<file path="src/rtl/tws_pkg.sv">
// ----------------------------------------------------------------------------
// tws_pkg: shared types and constants of the textured wall column span
// Field widths, operation codes, stream packing offsets and the texture
// memory request that passes between the sequencer and the texture store.
// ----------------------------------------------------------------------------
package tws_pkg;

    // Texture geometry.
    localparam int MAX_TEX_SIZE = 64;
    localparam int TEX_BITS     = $clog2(MAX_TEX_SIZE);
    localparam int FACE_W       = 2;
    localparam int ADDR_W       = FACE_W + 2 * TEX_BITS;

    // Field and register widths.
    localparam int SCR_CFG_W    = 13;
    localparam int TEX_CFG_W    = 7;
    localparam int CFG_IDX_W    = 2;
    localparam int HEIGHT_W     = 16;
    localparam int FRAC_W       = 16;
    localparam int ROW_W        = 12;
    localparam int COLOR_W      = 32;
    localparam int OP_W         = 2;

    localparam logic [SCR_CFG_W-1:0] SCREEN_LIMIT = SCR_CFG_W'(4096);

    // Serial multiplier: a 17-bit multiplicand (one more bit than the
    // fraction, so that the mirrored value 1.0 fits) by a texture size.
    localparam int MCAND_W      = FRAC_W + 1;
    localparam int MUL_W        = MCAND_W + TEX_CFG_W;
    localparam int MUL_STEPS    = TEX_CFG_W;
    localparam int MUL_CNT_W    = $clog2(MUL_STEPS);

    // Restoring divider: the quotient is a texel row, below MAX_TEX_SIZE.
    localparam int DIV_STEPS    = TEX_BITS;
    localparam int DIV_CNT_W    = $clog2(DIV_STEPS);

    // Operation codes carried in the input tuser.
    localparam logic [OP_W-1:0] OP_WRITE = 2'd0;
    localparam logic [OP_W-1:0] OP_START = 2'd1;
    localparam logic [OP_W-1:0] OP_STEP  = 2'd2;

    // Configuration register indexes.
    localparam logic [CFG_IDX_W-1:0] CFG_SCREEN_HEIGHT = 2'd0;
    localparam logic [CFG_IDX_W-1:0] CFG_TEX_WIDTH     = 2'd1;
    localparam logic [CFG_IDX_W-1:0] CFG_TEX_HEIGHT    = 2'd2;

    // Input tdata layout, lowest bit first.
    localparam int IN_FACE_LSB   = 0;
    localparam int IN_U_LSB      = IN_FACE_LSB + FACE_W;
    localparam int IN_V_LSB      = IN_U_LSB + TEX_BITS;
    localparam int IN_COLOR_LSB  = IN_V_LSB + TEX_BITS;
    localparam int IN_HEIGHT_LSB = IN_COLOR_LSB + COLOR_W;
    localparam int IN_FRAC_LSB   = IN_HEIGHT_LSB + HEIGHT_W;
    localparam int IN_COL_LSB    = IN_FRAC_LSB + FRAC_W;
    localparam int IN_ROW_LSB    = IN_COL_LSB + ROW_W;
    localparam int IN_BITS       = IN_ROW_LSB + ROW_W;
    localparam int IN_DATA_W     = ((IN_BITS + 7) / 8) * 8;

    // Output tdata layout, lowest bit first.
    localparam int OUT_X_LSB     = 0;
    localparam int OUT_Y_LSB     = OUT_X_LSB + ROW_W;
    localparam int OUT_COLOR_LSB = OUT_Y_LSB + ROW_W;
    localparam int OUT_BITS      = OUT_COLOR_LSB + COLOR_W;
    localparam int OUT_DATA_W    = ((OUT_BITS + 7) / 8) * 8;

    // One access to the texture store: a write or a read, never both.
    typedef struct packed {
        logic               wr_en;
        logic               rd_en;
        logic [ADDR_W-1:0]  addr;
        logic [COLOR_W-1:0] wdata;
    } t_tex_req;

    // Saturate a texture size register into 1 .. MAX_TEX_SIZE.
    function automatic logic [TEX_CFG_W-1:0] clamp_tex(input logic [TEX_CFG_W-1:0] v);
        logic [TEX_CFG_W-1:0] r;
        if (v == '0) begin
            r = TEX_CFG_W'(1);
        end else if (v > TEX_CFG_W'(MAX_TEX_SIZE)) begin
            r = TEX_CFG_W'(MAX_TEX_SIZE);
        end else begin
            r = v;
        end
        return r;
    endfunction

endpackage

</file>
<file path="src/rtl/tws_mul.sv">
// ----------------------------------------------------------------------------
// tws_mul: bit-serial shift-and-add multiplier
// Takes one multiplier bit per cycle, least significant first, and adds the
// shifted multiplicand when the bit is set. Pulses o_done with the product.
// ----------------------------------------------------------------------------
module tws_mul (
    input  logic                             i_clk,
    input  logic                             i_rst_n,
    input  logic                             i_start,
    input  logic [tws_pkg::MCAND_W-1:0]      i_mcand,
    input  logic [tws_pkg::TEX_CFG_W-1:0]    i_mplier,
    output logic                             o_done,
    output logic [tws_pkg::MUL_W-1:0]        o_product
);

    logic                            r_busy;
    logic                            r_done;
    logic [tws_pkg::MUL_CNT_W-1:0]   r_cnt;
    logic [tws_pkg::MUL_W-1:0]       r_acc;
    logic [tws_pkg::MUL_W-1:0]       r_mcand;
    logic [tws_pkg::TEX_CFG_W-1:0]   r_mplier;

    always_ff @(posedge i_clk) begin
        if (!i_rst_n) begin
            r_busy <= 1'b0;
            r_done <= 1'b0;
            r_cnt  <= '0;
        end else begin
            r_done <= 1'b0;
            if (i_start) begin
                r_busy <= 1'b1;
                r_cnt  <= tws_pkg::MUL_CNT_W'(tws_pkg::MUL_STEPS - 1);
            end else if (r_busy) begin
                if (r_cnt == '0) begin
                    r_busy <= 1'b0;
                    r_done <= 1'b1;
                end else begin
                    r_cnt <= r_cnt - 1'b1;
                end
            end
        end
    end

    always_ff @(posedge i_clk) begin
        if (i_start) begin
            r_acc    <= '0;
            r_mcand  <= tws_pkg::MUL_W'(i_mcand);
            r_mplier <= i_mplier;
        end else if (r_busy) begin
            if (r_mplier[0]) begin
                r_acc <= r_acc + r_mcand;
            end
            r_mcand  <= r_mcand << 1;
            r_mplier <= r_mplier >> 1;
        end
    end

    assign o_done    = r_done;
    assign o_product = r_acc;

endmodule

</file>
<file path="config.mk">
export PLATFORM = sky130hd
export DESIGN_NAME = tws_mul
export DESIGN_NICKNAME = d
export VERILOG_FILES = /design/src/rtl/tws_pkg.sv /design/src/rtl/tws_mul.sv
export SDC_FILE = /design/constraint.sdc
export NUM_CORES = 1
export LEC_CHECK = 0
export BUFFER_PORTS_ARGS = -buffer_cell sky130_fd_sc_hd__clkbuf_2
export CORE_ASPECT_RATIO = 1.75
export CORE_UTILIZATION = 35
export CTS_CLUSTER_DIAMETER = 120
export CTS_CLUSTER_SIZE = 24
export DETAILED_ROUTE_END_ITERATION = 10
export GPL_ROUTABILITY_DRIVEN = 1
export GPL_TIMING_DRIVEN = 0
export HOLD_SLACK_MARGIN = 0.15
export MAX_ROUTING_LAYER = met4
export PLACE_DENSITY = 0.61
export REMOVE_ABC_BUFFERS = 1
export SETUP_SLACK_MARGIN = 0.1
export SLEW_MARGIN = 20
export SYNTH_ARGS = -nofsm -noshare
export SYNTH_HDL_FRONTEND = slang
export SYNTH_SLANG_ARGS = --single-unit
</file>
<file path="constraint.sdc">
create_clock -name i_clk -period 7.2 [get_ports i_clk]
set_input_delay 0.36 -clock i_clk [delete_from_list [all_inputs] [get_ports i_clk]]
set_output_delay 0.36 -clock i_clk [all_outputs]
set_load 0.005 [all_outputs]
</file>
==> run metrics <==
hpwl dp 6550 µm; total clock sinks 60; die width 78.69 µm; fillers 1004; First DRT Iteration DRCs 113; most frequent cells in the layout nand2_1 (54), clkbuf_2 (50), dfxtp_1 (36); insertion delay to the later sink of the worst-skew pair 0.33 ns; Final Cycle Share 37.94%; Setup CP Type register to register; first-pass GRT wire length 13990 µm; Worst EP required 7.46 ns; Initial Util 36.35%; largest net degree at the start of global routing 57; P_leak 1.757 nW; CTS max path bufs 2; pre-CTS setup slack 4.464 ns; Fmax 366.0 MHz; CTS-repair resized insts 0; reg-to-reg slack, setup 4.47 ns; Vias/cell 5.326; port bufs 51; drt first pass iters 4; Final Hold Viols 0; cell count after synthesis 378; slew margin rel. 35.91%; RSZ-0062 raised after global routing no; EDFF count, synth 24; Post-synth top flop dfxtp_1; Max Slew Vio Count 0; Clock Tree Root clkbuf_16; clock skew 0.005602 ns; Power Density 226.1 nW/µm²; crit path max-delay cell type a221oi_1; Nets 478; Post-synth ARST share 0%; Seq/Total Area, Yosys 40.01%; Overflow after GRT 0; Top-Level Pins 52; DRC Markers 0; clock slew at reported path FFs 0.05 ns; fraction of layout cells with a size suffix above 1 22.79%; R2R cell count 8; Setup Viol. Count Final 0; Syn-to-layout area delta 17.05%; GRT Total Usage 17.71%; crit path DAT 3.00 ns; Worst Hold Class primary input to register; TritonCTS clock tree built; Routed Antenna Nets 0; DR vias 2956; status completed; H-tree levels 3; hold path cells 2; core area 9910 µm²; vias in the first global route 2932; Worst Tran Pin Value 0.9590 ns; Post-Syn Area 3602 µm²; row count 48; ANT cells 0; Avg Cell Area, Syn 9.530 µm²; Post-CTS Setup Inserts 0; crit-path max cell delay 0.50 ns; Syn. warnings 0; cell area after placement 3955 µm²; Synth Register Bits 60; clock period minus final worst setup slack 2.732 ns; CP Capture Type register; initial antenna violation count 0; Final GP Congestion 0.8871; CP cell instances ha_1 > fa_1 > a21oi_1 > o211ai_1 > a221oi_1 > o21ai_1 > or4_1 > nand3_1; Hold Buf Count CTS 0; Setup TNS 0 ns; maximum VDD drop 0.0001319 V; Max Cap Viol 0; Avg WL per Cell 15.80 µm; CTS Buf Count 9; critical path startpoint category register; crit-path max FO 3; most common cell after layout, fill and taps aside nand2_1; Synth cell types 60; die footprint 10720 µm²; PnR worst setup slack 4.468 ns; final WL 8768 µm; Vert. Die Dim 136.2 µm; Final Cell Area 4217 µm²
final timing paths:
kind / endpoint / from
hold reg to reg: o_product[19] / o_product[19]
setup reg to reg: o_product[22] / r_mcand[0]
hold / removal: r_cnt[1] / i_rst_n
setup / recovery: o_product[22] / r_mcand[0]
worst max-delay path: cells and delay by family, from the launching register on:
family          cells  cell delay, ns
simple gates        2            0.57
fa+ha+maj           2            0.65
flops               1            0.39
compound gates      4            1.06
cell usage after synthesis (3+ instances only):
master / count / area, µm²
inv_1: 12 / 45.04
nand3_1: 13 / 65.06
nand2_1: 54 / 202.7
mux2i_1: 9 / 90.09
clkbuf_1: 8 / 30.03
and3_1: 5 / 31.28
o21bai_1: 4 / 30.03
o21a_1: 7 / 52.55
mux2_2: 23 / 259.0
xnor2_1: 7 / 61.31
edfxtp_1: 24 / 720.7
dfxtp_1: 36 / 720.7
o21ai_0: 17 / 85.08
a211oi_1: 3 / 22.52
ha_1: 25 / 312.8
o21ai_1: 4 / 20.02
or3_1: 3 / 18.77
xor2_1: 10 / 87.58
nor2_1: 19 / 71.32
nor3_1: 3 / 15.01
and2_1: 4 / 25.02
a21oi_1: 33 / 165.2
o211ai_1: 4 / 30.03
buf_1: 3 / 11.26
buf_2: 4 / 20.02
per-stage QoR:
| step | instances | hold WS (ns) | utilization (%) | power [W] |
|---|---|---|---|---|
| final | 555 | 0.2851 | 42.55 | 0.0009534 |
| after global routing | 555 | 0.2925 | 42.55 | 0.0009966 |
| after CTS | 555 | 0.2833 | 42.55 | 0.0009648 |
| after detailed placement | 539 | 0.4656 | 39.91 | 0.0005846 |
| after global placement | 539 | 0.4592 | 39.89 | 0.0005811 |
| after floorplan | 363 | 0.4291 | - | 0.0005247 |
per-layer routing:
layer  vias to the layer above  global-route usage, %  part of all wire, %
met4                         0                  10.19                  2.8
li1                       1486                      -                    -
met1                      1400                  17.62                   38
met3                        16                  2.953                  2.6
met5                         -                      -                    0
met2                        54                  31.98                   56
registers in the layout, summed over array words and instances (netlist names):
| signal | count |
|---|---|
| r_mcand | 24 |
| o_done | 1 |
| r_busy | 1 |
| o_product | 24 |
| r_mplier | 7 |
| r_cnt | 3 |
area by class of cell:
cell class	count	area [µm²]	area share (%)
multi-input cells	291	2054	48.72
repair buffers	51	257.7	6.113
inverters	12	45.04	1.068
clock inverters	5	28.78	0.6825
well taps	125	156.4	3.709
clock buffers	11	232.7	5.519
flip-flops and latches	60	1441	34.18
where the power goes:
part           total, W  internal [W]  leakage, nW  switching, W
combinational  0.000174     0.0000721         1.10      0.000102
sequential     0.000402      0.000383        0.535     0.0000185
clock          0.000377      0.000230        0.123      0.000147
total          0.000953      0.000685         1.76      0.000268
cell families after synthesis:
group	Yosys count	share of synthesized area [%]
AOI/OAI and AO/OA	99	18.17
adders and majority gates	26	9.239
DFF	60	40.01
buffers and inverters	27	2.952
and+or+nand+nor	117	15.80
muxes	32	9.691
xor gates and xnor gates	17	4.133
Note: power is estimated with default switching activity, not from simulation.
