<file path="config.mk">
export PLATFORM = sky130hd
export DESIGN_NAME = tws_div
export DESIGN_NICKNAME = d
export VERILOG_FILES = /design/src/rtl/tws_pkg.sv /design/src/rtl/tws_div.sv
export SDC_FILE = /design/constraint.sdc
export NUM_CORES = 1
export LEC_CHECK = 0
export ABC_AREA = 1
export ABC_CLOCK_PERIOD_IN_PS = 2650
export BUFFER_PORTS_ARGS = -buffer_cell sky130_fd_sc_hd__buf_2
export CAP_MARGIN = 40
export CORE_MARGIN = 3
export CORE_UTILIZATION = 56
export CTS_BUF_LIST = sky130_fd_sc_hd__clkbuf_4 sky130_fd_sc_hd__clkbuf_8 sky130_fd_sc_hd__clkbuf_16
export DETAILED_ROUTE_END_ITERATION = 7
export GPL_ROUTABILITY_DRIVEN = 0
export PLACE_DENSITY = 0.8
export SLEW_MARGIN = 20
export SYNTH_ARGS = -nofsm -noshare
export SYNTH_HDL_FRONTEND = slang
export SYNTH_SLANG_ARGS = --single-unit
</file>
<file path="constraint.sdc">
create_clock -name i_clk -period 2.65 [get_ports i_clk]
set_input_delay 0.53 -clock i_clk [delete_from_list [all_inputs] [get_ports i_clk]]
set_output_delay 0.53 -clock i_clk [all_outputs]
set_load 0.05 [all_outputs]
</file>
<file path="src/rtl/tws_pkg.sv">
// ----------------------------------------------------------------------------
// tws_pkg: shared types and constants of the textured wall column span
// Field widths, operation codes, stream packing offsets and the texture
// memory request that passes between the sequencer and the texture store.
// ----------------------------------------------------------------------------
package tws_pkg;

    // Texture geometry.
    localparam int MAX_TEX_SIZE = 64;
    localparam int TEX_BITS     = $clog2(MAX_TEX_SIZE);
    localparam int FACE_W       = 2;
    localparam int ADDR_W       = FACE_W + 2 * TEX_BITS;

    // Field and register widths.
    localparam int SCR_CFG_W    = 13;
    localparam int TEX_CFG_W    = 7;
    localparam int CFG_IDX_W    = 2;
    localparam int HEIGHT_W     = 16;
    localparam int FRAC_W       = 16;
    localparam int ROW_W        = 12;
    localparam int COLOR_W      = 32;
    localparam int OP_W         = 2;

    localparam logic [SCR_CFG_W-1:0] SCREEN_LIMIT = SCR_CFG_W'(4096);

    // Serial multiplier: a 17-bit multiplicand (one more bit than the
    // fraction, so that the mirrored value 1.0 fits) by a texture size.
    localparam int MCAND_W      = FRAC_W + 1;
    localparam int MUL_W        = MCAND_W + TEX_CFG_W;
    localparam int MUL_STEPS    = TEX_CFG_W;
    localparam int MUL_CNT_W    = $clog2(MUL_STEPS);

    // Restoring divider: the quotient is a texel row, below MAX_TEX_SIZE.
    localparam int DIV_STEPS    = TEX_BITS;
    localparam int DIV_CNT_W    = $clog2(DIV_STEPS);

    // Operation codes carried in the input tuser.
    localparam logic [OP_W-1:0] OP_WRITE = 2'd0;
    localparam logic [OP_W-1:0] OP_START = 2'd1;
    localparam logic [OP_W-1:0] OP_STEP  = 2'd2;

    // Configuration register indexes.
    localparam logic [CFG_IDX_W-1:0] CFG_SCREEN_HEIGHT = 2'd0;
    localparam logic [CFG_IDX_W-1:0] CFG_TEX_WIDTH     = 2'd1;
    localparam logic [CFG_IDX_W-1:0] CFG_TEX_HEIGHT    = 2'd2;

    // Input tdata layout, lowest bit first.
    localparam int IN_FACE_LSB   = 0;
    localparam int IN_U_LSB      = IN_FACE_LSB + FACE_W;
    localparam int IN_V_LSB      = IN_U_LSB + TEX_BITS;
    localparam int IN_COLOR_LSB  = IN_V_LSB + TEX_BITS;
    localparam int IN_HEIGHT_LSB = IN_COLOR_LSB + COLOR_W;
    localparam int IN_FRAC_LSB   = IN_HEIGHT_LSB + HEIGHT_W;
    localparam int IN_COL_LSB    = IN_FRAC_LSB + FRAC_W;
    localparam int IN_ROW_LSB    = IN_COL_LSB + ROW_W;
    localparam int IN_BITS       = IN_ROW_LSB + ROW_W;
    localparam int IN_DATA_W     = ((IN_BITS + 7) / 8) * 8;

    // Output tdata layout, lowest bit first.
    localparam int OUT_X_LSB     = 0;
    localparam int OUT_Y_LSB     = OUT_X_LSB + ROW_W;
    localparam int OUT_COLOR_LSB = OUT_Y_LSB + ROW_W;
    localparam int OUT_BITS      = OUT_COLOR_LSB + COLOR_W;
    localparam int OUT_DATA_W    = ((OUT_BITS + 7) / 8) * 8;

    // One access to the texture store: a write or a read, never both.
    typedef struct packed {
        logic               wr_en;
        logic               rd_en;
        logic [ADDR_W-1:0]  addr;
        logic [COLOR_W-1:0] wdata;
    } t_tex_req;

    // Saturate a texture size register into 1 .. MAX_TEX_SIZE.
    function automatic logic [TEX_CFG_W-1:0] clamp_tex(input logic [TEX_CFG_W-1:0] v);
        logic [TEX_CFG_W-1:0] r;
        if (v == '0) begin
            r = TEX_CFG_W'(1);
        end else if (v > TEX_CFG_W'(MAX_TEX_SIZE)) begin
            r = TEX_CFG_W'(MAX_TEX_SIZE);
        end else begin
            r = v;
        end
        return r;
    endfunction

endpackage

</file>
<file path="src/rtl/tws_div.sv">
// ----------------------------------------------------------------------------
// tws_div: restoring divider for the texel row
// Produces one quotient bit per cycle. The dividend is known to be below
// divisor times MAX_TEX_SIZE, so its upper part seeds the partial remainder
// and only the low TEX_BITS dividend bits are shifted in.
// ----------------------------------------------------------------------------
module tws_div (
    input  logic                             i_clk,
    input  logic                             i_rst_n,
    input  logic                             i_start,
    input  logic [tws_pkg::MUL_W-1:0]        i_dividend,
    input  logic [tws_pkg::HEIGHT_W-1:0]     i_divisor,
    output logic                             o_done,
    output logic [tws_pkg::TEX_BITS-1:0]     o_quotient
);

    logic                            r_busy;
    logic                            r_done;
    logic [tws_pkg::DIV_CNT_W-1:0]   r_cnt;
    logic [tws_pkg::HEIGHT_W-1:0]    r_rem;
    logic [tws_pkg::TEX_BITS-1:0]    r_low;
    logic [tws_pkg::TEX_BITS-1:0]    r_quot;
    logic [tws_pkg::HEIGHT_W+1:0]    trial;

    // Shift the next dividend bit into the remainder and try the subtraction.
    assign trial = {1'b0, r_rem, r_low[tws_pkg::TEX_BITS-1]} - {2'b00, i_divisor};

    always_ff @(posedge i_clk) begin
        if (!i_rst_n) begin
            r_busy <= 1'b0;
            r_done <= 1'b0;
            r_cnt  <= '0;
        end else begin
            r_done <= 1'b0;
            if (i_start) begin
                r_busy <= 1'b1;
                r_cnt  <= tws_pkg::DIV_CNT_W'(tws_pkg::DIV_STEPS - 1);
            end else if (r_busy) begin
                if (r_cnt == '0) begin
                    r_busy <= 1'b0;
                    r_done <= 1'b1;
                end else begin
                    r_cnt <= r_cnt - 1'b1;
                end
            end
        end
    end

    always_ff @(posedge i_clk) begin
        if (i_start) begin
            r_rem  <= i_dividend[tws_pkg::TEX_BITS +: tws_pkg::HEIGHT_W];
            r_low  <= i_dividend[tws_pkg::TEX_BITS-1:0];
            r_quot <= '0;
        end else if (r_busy) begin
            r_low <= r_low << 1;
            if (!trial[tws_pkg::HEIGHT_W+1]) begin
                r_rem  <= trial[tws_pkg::HEIGHT_W-1:0];
                r_quot <= {r_quot[tws_pkg::TEX_BITS-2:0], 1'b1};
            end else begin
                r_rem  <= {r_rem[tws_pkg::HEIGHT_W-2:0], r_low[tws_pkg::TEX_BITS-1]};
                r_quot <= {r_quot[tws_pkg::TEX_BITS-2:0], 1'b0};
            end
        end
    end

    assign o_done     = r_done;
    assign o_quotient = r_quot;

endmodule

</file>
==> impl_metrics.env <==
export IMPL_status="complete, no violations"
export IMPL_post_cts_buffers=0
export IMPL_vias=2524
export IMPL_layout_nets=502
export IMPL_hold_violations=0
export IMPL_slowest_stage="edfxtp_1"
export IMPL_cap_violations=0
export IMPL_rows=24
export IMPL_dr_pass1_iters=4
export IMPL_layout_drive_gt1_share=0.166
export IMPL_synthSimpleGateAreaFrac=0.385
export IMPL_synth_area_mux_share=0
export IMPL_antenna_found_initial=0
export IMPL_fin_crit_sh=0.854
export IMPL_setup_tns_ns=0
export IMPL_leakage_nw=1.69
export IMPL_final_max_slew_violation_count=0
export IMPL_vdd_ir_drop_max_mv=0.582
export IMPL_synth_adder_area_share=0.0914
export IMPL_ys_seq_elements=33
export IMPL_ys_types=32
export IMPL_start_kind="flop"
export IMPL_core_area_sq_mm=0.00450
export IMPL_grtUsageTotal=0.233
export IMPL_setup_viol=0
export IMPL_syn_area_sq_mm=0.00268
export IMPL_die_x_um=75.2
export IMPL_cp_arrival_ns=2.31
export IMPL_synth_ff_type="edfxtp_1"
export IMPL_ys_seq_area_frac=0.328
export IMPL_ys_warn_count=0
export IMPL_start_util=0.596
export IMPL_p_per_area_mw_per_mm2=626
export IMPL_synth_xor_area_frac=0.0228
export IMPL_grt_max_degree=28
export IMPL_die_y_um=75.2
export IMPL_fin_skew_ns=0.00362
export IMPL_cts_root_buf="clkbuf_8"
export IMPL_overflow=0
export IMPL_clkSlewWorstSetupHoldPaths_ns=0.07
export IMPL_routed_wl_um=5850
export IMPL_crit_path_max_incr_delay_ns=0.43
export IMPL_cp_end_kind="flop"
export IMPL_cts_repair_resized=0
export IMPL_die_area_sq_mm=0.00566
export IMPL_crit_family="simple AND/OR/NAND/NOR gates"
export IMPL_regArea_sq_um=881
export IMPL_pin_count=50
export IMPL_area_delta_synth_final_pct=13.3
export IMPL_antennaDiodeCount=0
export IMPL_grt_pass1_wl_um=10100
export IMPL_io_buffers=47
export IMPL_drt_iter0_markers=146
export IMPL_period_needed_ns=2.26
export IMPL_drc=0
export IMPL_critPathMaxFanout=17
export IMPL_numCtsBuffers=5
export IMPL_worst_path_buf_inv=0
export IMPL_synth_nets=453
export IMPL_worstMarginPinSlew_ns=0.401
export IMPL_reg2reg_slack_ns=0.39
export IMPL_multi_input_area_sq_mm=0.00149
export IMPL_insertion_delay_ns=0.28
export IMPL_worstHoldPathType="reg2reg"
export IMPL_clock_sinks=33
export IMPL_crit_type="reg2reg"
export IMPL_timing_fmax_ghz=0.442
export IMPL_synth_compound_area_frac=0.0541
export IMPL_postCtsHoldBufs=0
export IMPL_n_fill_cell=391
export IMPL_whs_ns=0.484
export IMPL_ant_nets=0
export IMPL_cts_max_path_buffers=2
export IMPL_worstPathRequired_ns=2.69
export IMPL_grt_pass1_vias=2307
export IMPL_vias_per_cell=5.12
export IMPL_slew_headroom=0.733
export IMPL_hpwl_um=4580
export IMPL_tritoncts="built"
export IMPL_place_inst=485
export IMPL_synth_top_family_by_area="simple AND/OR/NAND/NOR gates"
export IMPL_async_flop_share=0
export IMPL_htreeDepth=2
export IMPL_syn_inst=391
export IMPL_syn_avg_cell_area_sq_um=6.86
export IMPL_detail_route_wl_per_cell_um=11.9
export IMPL_rsz0062_at_grt="false"
export IMPL_path_cells="ha_1 > nand2_2 > nor2_1 > and2_4 > nand2_4 > nand2_4 > nand3_1 > nand2_1 > nand2_1"
export IMPL_fin_cells=493
export IMPL_synth_edf_count=22
## final cells by class
cell class	count	area share
clock buffers	5	0.0226
clock inverters	3	0.00576
inverters	71	0.0876
multi-input cells	279	0.488
flip-flops and latches	33	0.290
well taps	52	0.0214
repair buffers	50	0.0847
## Yosys cell counts, types with 3 or more instances
cell	number	area, sq um
inv_1	70	263
nand2_2	4	25.0
nand4_1	5	31.3
a21oi_1	13	65.1
o22ai_1	4	25.0
nor2_1	11	41.3
clkbuf_1	3	11.3
o21ai_0	5	25.0
nand3b_1	12	90.1
nand2_1	143	537
xnor2_1	5	43.8
nand3_1	40	200
edfxtp_1	22	661
ha_1	18	225
dfxtp_1	11	220
## through the flow
stage | total power [W] | util | worst slack, ns | area (sq um)
finish | 0.00190 | 0.675 | 0.387 | 3040
global route | 0.00207 | 0.675 | 0.190 | 3040
CTS | 0.00191 | 0.675 | 0.415 | 3040
detailed placement | 0.00154 | 0.656 | 0.208 | 2960
global placement | 0.00152 | 0.656 | 0.225 | 2960
floorplan | 0.00136 | - | 0.580 | 2680
## registers in the layout (all words and copies together), names as in the netlist
register and flops:
r_rem 16, o_quotient 6, r_low 6, r_cnt 3
o_done 1, r_busy 1
## placed cells by master (no fill, tap or decap), types with 3 or more instances in the layout
cell type,n
buf_4,3
nand2_1,143
a21oi_1,13
clkbuf_8,5
edfxtp_1,22
dfxtp_1,11
xnor2_1,5
nand3_1,40
nand4_1,5
inv_1,70
nand2_2,4
buf_2,47
o22ai_1,4
nor2_1,11
ha_1,18
o21ai_0,5
nand3b_1,12
## where the power goes
| part | total (W) | internal [W] | switching (W) |
|---|---|---|---|
| sequential | 0.000677 | 0.000638 | 0.0000392 |
| combinational | 0.000866 | 0.000327 | 0.000539 |
| clock | 0.000362 | 0.000181 | 0.000181 |
## worst register-to-register path: cells and delay by family, from the launching register on
kind | cells | cell delay, ns
simple gates | 8 | 1.17
fa+ha+maj | 1 | 0.41
flops | 1 | 0.43
## path summary, 6_finish.rpt
path                                       startpoint                    end  depth (start not counted)
worst min register to register  r_cnt[2]$_SDFFE_PN0P_  r_cnt[2]$_SDFFE_PN0P_                          2
worst max-delay path              r_rem[10]$_DFFE_PP_    r_rem[13]$_DFFE_PP_                          9
worst min-delay path            r_cnt[2]$_SDFFE_PN0P_  r_cnt[2]$_SDFFE_PN0P_                          2
worst max register to register    r_rem[10]$_DFFE_PP_    r_rem[13]$_DFFE_PP_                          9
## metal layers
metal,GRT usage,routed length [um],up-vias
met5,0,0,-
met4,0.0757,50,0
met3,0.0280,267,4
met2,0.372,2700,62
met1,0.329,2840,1121
li1,-,-,1337
## logic make-up after synthesis
kind of cell               Yosys count
adders and majority gates           19
and+or+nand+nor                    228
buffers and inverters               79
xor gates and xnor gates             7
AOI/OAI and AO/OA                   25
DFF                                 33
Power figures use the tool's default switching activity.
